$ cat config.mk
export PLATFORM = sky130hd
export DESIGN_NAME = gf4096_field_alu_unit
export DESIGN_NICKNAME = d
export VERILOG_FILES = /design/src/rtl/core/gf4k_pkg.sv /design/src/rtl/core/gf4k_divstep_cell.sv /design/src/rtl/core/gf4k_mul_stage.sv /design/src/rtl/core/gf4096_field_alu_unit.sv
export SDC_FILE = /design/constraint.sdc
export NUM_CORES = 2
export LEC_CHECK = 0
export ABC_AREA = 1
export BUFFER_PORTS_ARGS = -buffer_cell sky130_fd_sc_hd__buf_2
export CAP_MARGIN = 20
export CORE_MARGIN = 5
export CORE_UTILIZATION = 63
export DETAILED_ROUTE_END_ITERATION = 12
export GPL_TIMING_DRIVEN = 0
export PLACE_DENSITY = 0.84
export SETUP_SLACK_MARGIN = 0.3
export SYNTH_ARGS = -nofsm -noshare
export SYNTH_HDL_FRONTEND = slang
export SYNTH_SLANG_ARGS = --single-unit
$ cat constraint.sdc
create_clock -name i_clk -period 6 [get_ports i_clk]
set_clock_uncertainty 0.2 [all_clocks]
set_input_delay 1.2 -clock i_clk [delete_from_list [all_inputs] [get_ports i_clk]]
set_output_delay 1.2 -clock i_clk [all_outputs]
set_load 0.1 [all_outputs]
$ cat src/rtl/core/gf4k_pkg.sv
// gf4k_pkg: shared types and constants for the gf(2^12) field unit
// no dependencies; imported by every module in rtl/core

package gf4k_pkg;

    localparam int unsigned FIELD_W   = 12;
    localparam int unsigned POLY_W    = FIELD_W + 1;
    localparam int unsigned PROD_W    = 2 * FIELD_W - 1;
    localparam int unsigned DELTA_W   = 6;
    localparam int unsigned INV_STEPS = 2 * FIELD_W - 1;

    // bit-reversed modulus x^12 + x^3 + 1
    localparam logic [POLY_W-1:0] MODULUS_REV = 13'h1009;
    localparam logic [POLY_W-1:0] R_INIT      = 13'h1000;

    typedef enum logic [1:0] {
        CMD_MUL = 2'd0,
        CMD_SQR = 2'd1,
        CMD_INV = 2'd2,
        CMD_DIV = 2'd3
    } t_cmd;

    // everything one divstep cell holds for one beat
    typedef struct packed {
        t_cmd                       cmd;
        logic [FIELD_W-1:0]         a;
        logic [FIELD_W-1:0]         b;
        logic [POLY_W-1:0]          f;
        logic [POLY_W-1:0]          g;
        logic [POLY_W-1:0]          r;
        logic [POLY_W-1:0]          v;
        logic signed [DELTA_W-1:0]  delta;
    } t_cell_state;

endpackage

$ cat src/rtl/core/gf4k_divstep_cell.sv
// gf4k_divstep_cell: one registered divstep of the constant-time inverse
// depends on gf4k_pkg

module gf4k_divstep_cell
    import gf4k_pkg::*;
(
    input  logic        i_clk,
    input  logic        i_rst_n,
    input  logic        i_valid,
    output logic        o_ready,
    input  t_cell_state i_state,
    output logic        o_valid,
    input  logic        i_ready,
    output t_cell_state o_state
);

    logic        r_valid;
    t_cell_state r_state;
    t_cell_state n_state;
    logic        take;
    logic        g0;
    logic        sw;
    logic [POLY_W-1:0] g_x;
    logic [POLY_W-1:0] r_x;
    logic [POLY_W-1:0] v_x;

    assign take = !r_valid || i_ready;

    always_comb begin
        g0  = i_state.g[POLY_W-1];
        sw  = g0 && !i_state.delta[DELTA_W-1] && (i_state.delta != '0);
        g_x = g0 ? (i_state.g ^ i_state.f) : i_state.g;
        r_x = g0 ? (i_state.r ^ i_state.v) : i_state.r;
        v_x = sw ? i_state.r : i_state.v;

        n_state       = i_state;
        n_state.delta = sw ? (DELTA_W'(1) - i_state.delta) : (i_state.delta + DELTA_W'(1));
        n_state.f     = sw ? i_state.g : i_state.f;
        n_state.g     = {g_x[POLY_W-2:0], 1'b0};
        n_state.r     = r_x;
        n_state.v     = v_x >> 1;
    end

    always_ff @(posedge i_clk) begin
        if (!i_rst_n) begin
            r_valid <= 1'b0;
        end else if (take) begin
            r_valid <= i_valid;
        end
    end

    always_ff @(posedge i_clk) begin
        if (take && i_valid) begin
            r_state <= n_state;
        end
    end

    assign o_ready = take;
    assign o_valid = r_valid;
    assign o_state = r_state;

endmodule

$ cat src/rtl/core/gf4k_mul_stage.sv
// gf4k_mul_stage: carry-less multiply and modular fold, registered result
// depends on gf4k_pkg

module gf4k_mul_stage
    import gf4k_pkg::*;
(
    input  logic               i_clk,
    input  logic               i_rst_n,
    input  logic               i_valid,
    output logic               o_ready,
    input  t_cell_state        i_state,
    output logic               o_valid,
    input  logic               i_ready,
    output logic [FIELD_W-1:0] o_result
);

    logic               r_valid;
    logic [FIELD_W-1:0] r_result;
    logic [FIELD_W-1:0] n_result;
    logic [FIELD_W-1:0] mul_x;
    logic [FIELD_W-1:0] mul_y;
    logic [PROD_W-1:0]  prod;
    logic [PROD_W-1:0]  t1;
    logic [PROD_W-1:0]  x1;
    logic [PROD_W-1:0]  t2;
    logic [PROD_W-1:0]  x2;
    logic               take;

    assign take = !r_valid || i_ready;

    // operand select: inverse feeds the multiplier for invert and divide
    always_comb begin
        mul_x = i_state.cmd[1] ? i_state.v[FIELD_W-1:0] : i_state.a;
        case (i_state.cmd)
            CMD_MUL: mul_y = i_state.b;
            CMD_SQR: mul_y = i_state.a;
            CMD_INV: mul_y = FIELD_W'(1);
            CMD_DIV: mul_y = i_state.b;
            default: mul_y = i_state.b;
        endcase
    end

    always_comb begin
        prod = '0;
        for (int k = 0; k < FIELD_W; k++) begin
            if (mul_y[k]) begin
                prod = prod ^ (PROD_W'(mul_x) << k);
            end
        end
        // two-pass fold by x^12 = x^3 + 1
        t1 = prod & PROD_W'(23'h7FC000);
        x1 = prod ^ (t1 >> 9) ^ (t1 >> 12);
        t2 = x1 & PROD_W'(23'h003000);
        x2 = x1 ^ (t2 >> 9) ^ (t2 >> 12);
        n_result = x2[FIELD_W-1:0];
    end

    always_ff @(posedge i_clk) begin
        if (!i_rst_n) begin
            r_valid <= 1'b0;
        end else if (take) begin
            r_valid <= i_valid;
        end
    end

    always_ff @(posedge i_clk) begin
        if (take && i_valid) begin
            r_result <= n_result;
        end
    end

    assign o_ready  = take;
    assign o_valid  = r_valid;
    assign o_result = r_result;

endmodule

$ cat src/rtl/core/gf4096_field_alu_unit.sv
// gf4096_field_alu_unit: top level of the gf(2^12) field unit
// depends on gf4k_pkg, gf4k_divstep_cell and gf4k_mul_stage
//
// usage:
//   input channel  i_in_valid / o_in_ready carries i_cmd, i_operand_a, i_operand_b
//     cmd: multiply a*b, square a, invert a, divide b by a (modulus x^12+x^3+1)
//   output channel o_out_valid / i_out_ready carries o_result, one beat per input beat
//   path: 23 divstep cells, then one multiply-and-fold stage; every command
//     takes the same path, so results leave in input order
//   throughput: one beat per cycle while the receiver does not stall; each
//     cell holds one beat and hands it to its neighbor when that neighbor is
//     ready, the rate is set by the per-cell handshake
//   inverting zero gives zero, so dividing by zero gives zero
//   reset (i_rst_n low, synchronous) empties every cell; no clearing pass
//   when the receiver stalls, the result holds in the output register and
//   the cells behind it keep filling until each holds a beat; o_in_ready
//   drops only once the whole chain is full

module gf4096_field_alu_unit
    import gf4k_pkg::*;
(
    input  logic               i_clk,
    input  logic               i_rst_n,
    input  logic               i_in_valid,
    output logic               o_in_ready,
    input  logic [1:0]         i_cmd,
    input  logic [FIELD_W-1:0] i_operand_a,
    input  logic [FIELD_W-1:0] i_operand_b,
    output logic               o_out_valid,
    input  logic               i_out_ready,
    output logic [FIELD_W-1:0] o_result
);

    // chain links: index k feeds cell k, index INV_STEPS feeds the multiplier
    t_cell_state chain_state [INV_STEPS+1];
    logic        chain_valid [INV_STEPS+1];
    logic        chain_ready [INV_STEPS+1];

    // divstep start: f = reversed modulus, g = a shifted up, r = 1, v = 0
    always_comb begin
        chain_state[0].cmd   = t_cmd'(i_cmd);
        chain_state[0].a     = i_operand_a;
        chain_state[0].b     = i_operand_b;
        chain_state[0].f     = MODULUS_REV;
        chain_state[0].g     = {i_operand_a, 1'b0};
        chain_state[0].r     = R_INIT;
        chain_state[0].v     = '0;
        chain_state[0].delta = DELTA_W'(1);
    end

    assign chain_valid[0] = i_in_valid;
    assign o_in_ready     = chain_ready[0];

    for (genvar k = 0; k < INV_STEPS; k++) begin : g_cell
        gf4k_divstep_cell u_cell (
            .i_clk   (i_clk),
            .i_rst_n (i_rst_n),
            .i_valid (chain_valid[k]),
            .o_ready (chain_ready[k]),
            .i_state (chain_state[k]),
            .o_valid (chain_valid[k+1]),
            .i_ready (chain_ready[k+1]),
            .o_state (chain_state[k+1])
        );
    end

    // product and fold; inverse comes out of the last cell in v
    gf4k_mul_stage u_mul (
        .i_clk    (i_clk),
        .i_rst_n  (i_rst_n),
        .i_valid  (chain_valid[INV_STEPS]),
        .o_ready  (chain_ready[INV_STEPS]),
        .i_state  (chain_state[INV_STEPS]),
        .o_valid  (o_out_valid),
        .i_ready  (i_out_ready),
        .o_result (o_result)
    );

`ifndef SYNTHESIS
    // an empty output register lets the whole chain move
    a_ready_when_empty: assert property (@(posedge i_clk) disable iff (!i_rst_n)
        !o_out_valid |-> o_in_ready)
        else $error("input not ready while output register empty");

    // a stalled first cell keeps its beat
    a_cell_hold: assert property (@(posedge i_clk) disable iff (!i_rst_n)
        chain_valid[1] && !chain_ready[1] |=> chain_valid[1] && $stable(chain_state[1]))
        else $error("first divstep cell lost its beat under stall");

    // delta stays within -23..24 after the last step
    a_delta_range: assert property (@(posedge i_clk) disable iff (!i_rst_n)
        chain_valid[INV_STEPS] |->
            (chain_state[INV_STEPS].delta <= 6'sd24) &&
            (chain_state[INV_STEPS].delta >= -6'sd23))
        else $error("divstep delta out of range");

    // an empty chain after reset gives no output
    a_reset_empty: assert property (@(posedge i_clk)
        $rose(i_rst_n) |-> !o_out_valid)
        else $error("output valid right after reset");
`endif

endmodule
==> reports/metrics.csv <==
stage;metric;value;unit
detailed_routing;dr.pass1.iters;6;
placed_design;gp_congestion;0.871;
sta;tightest_slew;1030;ps
sta;fin_crit;5180;ps
detailed_routing;wl;108000;µm
setup_path;r2r-start;g_cell[22].u_cell.o_state[83];
detailed_routing;vias;32400;
clock_tree;postCtsSetupRepairBufs;0;
setup_path;arrival;3780;ps
sta;finalHoldViolations;0;
pwr;clockPowerShare;43.3;%
synth;syn_area_per_cell;12.9;µm²
pwr;switchingPower;0.00399;W
sta;fmax;193;MHz
setup_path;critPathKind;in2out;
pwr;power_frac_seq;55.8;%
sta;min_period_over_period;86.4;%
synth;synth_cells;4588;
synth;ys_seq_elements;1478;
finish;layout-drive-gt1-share;6.88;%
synth;synth_most_common_cell;nand2_1;
placed_design;pre_cts_ws;840;ps
sta;setup_viol;0;
finish;postLayoutCellArea;0.0663;mm²
finish;seq_area;0.0441;mm²
detailed_routing;drc;0;
finish;final_nets;4864;
setup_path;crit_start;i_out_ready;
detailed_routing;top_layer_used;met4;
die;num_rows;112;
pwr;p_int;0.0163;W
synth;synthTopCellsByArea;edfxtp_1 (74%), nand2_1 (9.8%), xor2_1 (6.7%);
detailed_routing;dr.first_iter.drc_count;2843;
setup_path;path_max_fanout;5;
clock_tree;holdBufCountCts;0;
pwr;ir_worst_vdd;0.292;mV
flow_run;maxCapViolCount;0;
synth;ys.flop_type;edfxtp_1;
synth;synth_edf_count;1454;
pwr;total_power;0.0203;W
clock_tree;htreeDepth;4;
pwr;swShare;19.7;%
synth;synth_nets;4651;
sta;slew_headroom;30.9;%
status;status;finished clean;
setup_path;crit_required;4600;ps
clock_tree;cts_tree;yes;
finish;insertedDiodeCount;0;
synth;synth_top_area_share;73.6;%
finish;multi_input_area;0.0126;mm²
min_path;hold_path_class;reg2reg;
clock_tree;clock_latency;750;ps
setup_path;critPathLaunchType;input pin;
pwr;power_leakage;25.9;nW
setup_path;r2r_slack;2610;ps
placed_design;dpl_cell_area;0.0617;mm²
die;dieArea;0.100;mm²
synth;async_reset_ff_share;0;%
sta;drv_slew;0;
detailed_routing;m1WireLength;36300;µm
global_routing;antenna_found_initial;0;
clock_tree;root_buffer;clkbuf_16;
die;start_util;63.5;%
die;die_height;317;µm
min_path;worstHoldStart;g_cell[6].u_cell.o_state[74];
detailed_routing;vias_per_cell;5.25;
synth;yosysSeqAreaShare;74.4;%
global_routing;grt_pass1_vias;34100;
die;core;0.0933;mm²
synth;synth_area;0.0593;mm²
detailed_routing;wl_met3;4540;µm
global_routing;grt.total_usage;22.1;%
global_routing;grt_max_degree;51;
pwr;p_comb_share;0.9;%
sta;rsz0062_at_grt;no;
clock_tree;path_clk_slew;60;ps
detailed_routing;wl_per_cell;17.5;µm
clock_tree;cts_buffers;142;
detailed_routing;antenna_left;0;
finish;syn_to_final_growth;11.8;%
placed_design;dp_hpwl;69200;µm
sta;setup_ws;818;ps
clock_tree;max-clock-path-buffers;3;
die;die_w;317;µm
synth;yosysTopAreaCell;edfxtp_1;
pwr;powerDensity;306;mW/mm²
clock_tree;cts_resized;0;
detailed_routing;met2_length;62400;µm
finish;fillers;5486;
global_routing;gr-total-overflow;0;
synth;synth_common_cells;nand2_1 (1544), edfxtp_1 (1454), inv_1 (561), xor2_1 (454), nor2_1 (130);
synth;ys_types;41;
placed_design;port_buffers;43;
clock_tree;clkSinkCount;1478;
synth;synth_warnings;0;
global_routing;grt_pass1_wl;174000;µm
setup_path;crit_path_end_kind;output pin;
die;io-pin-count;44;
state kept, by name (all words and copies together) (netlist names):
name / flops
g_cell.u_cell.o_state: 1442
u_mul.o_valid: 1
u_mul.o_result: 12
g_cell.u_cell.o_valid: 23
kinds of logic after synthesis:
family | Yosys count | share of synthesized area [%]
compound gates | 114 | 1.24
fa+ha+maj | 33 | 0.696
xor+xnor | 513 | 7.60
buf+inv | 693 | 4.48
flops | 1478 | 74.4
simple gates | 1757 | 11.5
worst paths after layout:
check                                       to  cells after the start
setup / recovery                    o_in_ready                     14
hold / removal    g_cell[7].u_cell.o_state[74]                      0
setup reg to reg             u_mul.o_result[3]                     14
hold reg to reg   g_cell[7].u_cell.o_state[74]                      0
worst max-delay path, cell delays in order:
cell and delay, ps:
buf_2 100, inv_1 80, nand4_2 150, nor3_4 240, nand4_2 170, nor2_4 230
nand4_4 140, nor2_4 230, nand4_4 140, nor2_4 230, nand4_4 140, nor2_4 200
nand4_2 170, buf_2 340
area by class of cell:
type	instances	area share (%)
multi-input cells	2417	19.0
well taps	1254	2.37
clock buffers	181	5.65
repair buffers	69	1.11
clock inverters	74	1.25
plain buffers	118	0.755
flip-flops and latches	1478	66.6
inverters	575	3.26
through the flow:
step | util, % | hold WS, ps | instances | setup TNS, ps
final | 71.0 | 203 | 6166 | 0
after CTS | 71.0 | 204 | 6166 | 0
after global routing | 71.0 | 213 | 6166 | 0
after global placement | 65.5 | 200 | 5885 | -242260
after floorplan | - | 200 | 4588 | 0
after detailed placement | 66.1 | 205 | 5911 | 0
cells in the final DEF, fill, tap and decap left out, types with 5 or more instances in the layout:
cell,instances
a31oi_1,8
inv_2,17
clkinv_2,18
o21ai_0,37
nor3b_1,8
edfxtp_1,1454
bufinv_16,11
a211o_1,8
nand3_1,29
inv_1,550
buf_6,6
xor2_1,454
buf_2,50
ha_1,33
dfxtp_1,24
nand2_1,1544
buf_1,8
xnor2_1,58
a21oi_1,30
clkbuf_1,133
o21ai_2,12
nor3_1,24
buf_12,23
nor2_4,15
nor2_1,120
clkinv_1,33
clkbuf_16,144
clkinv_8,5
per-layer routing:
metal | global-route usage [%] | vias up
met5 | 0 | -
met4 | 10.7 | 0
met3 | 3.15 | 359
met2 | 43.9 | 1090
met1 | 22.5 | 15500
li1 | - | 15400
power by group through the flow:
stage	Clock, W	Combinational, W	Sequential (W)
CTS	0.00888	0.000174	0.0113
finish	0.00877	0.000174	0.0113
detailed placement	0	0.000169	0.0115
global route	0.00933	0.000194	0.0113
floorplan	0	0.000108	0.0115
global placement	0	0.000151	0.0115
Note: power is estimated with default switching activity, not from simulation.
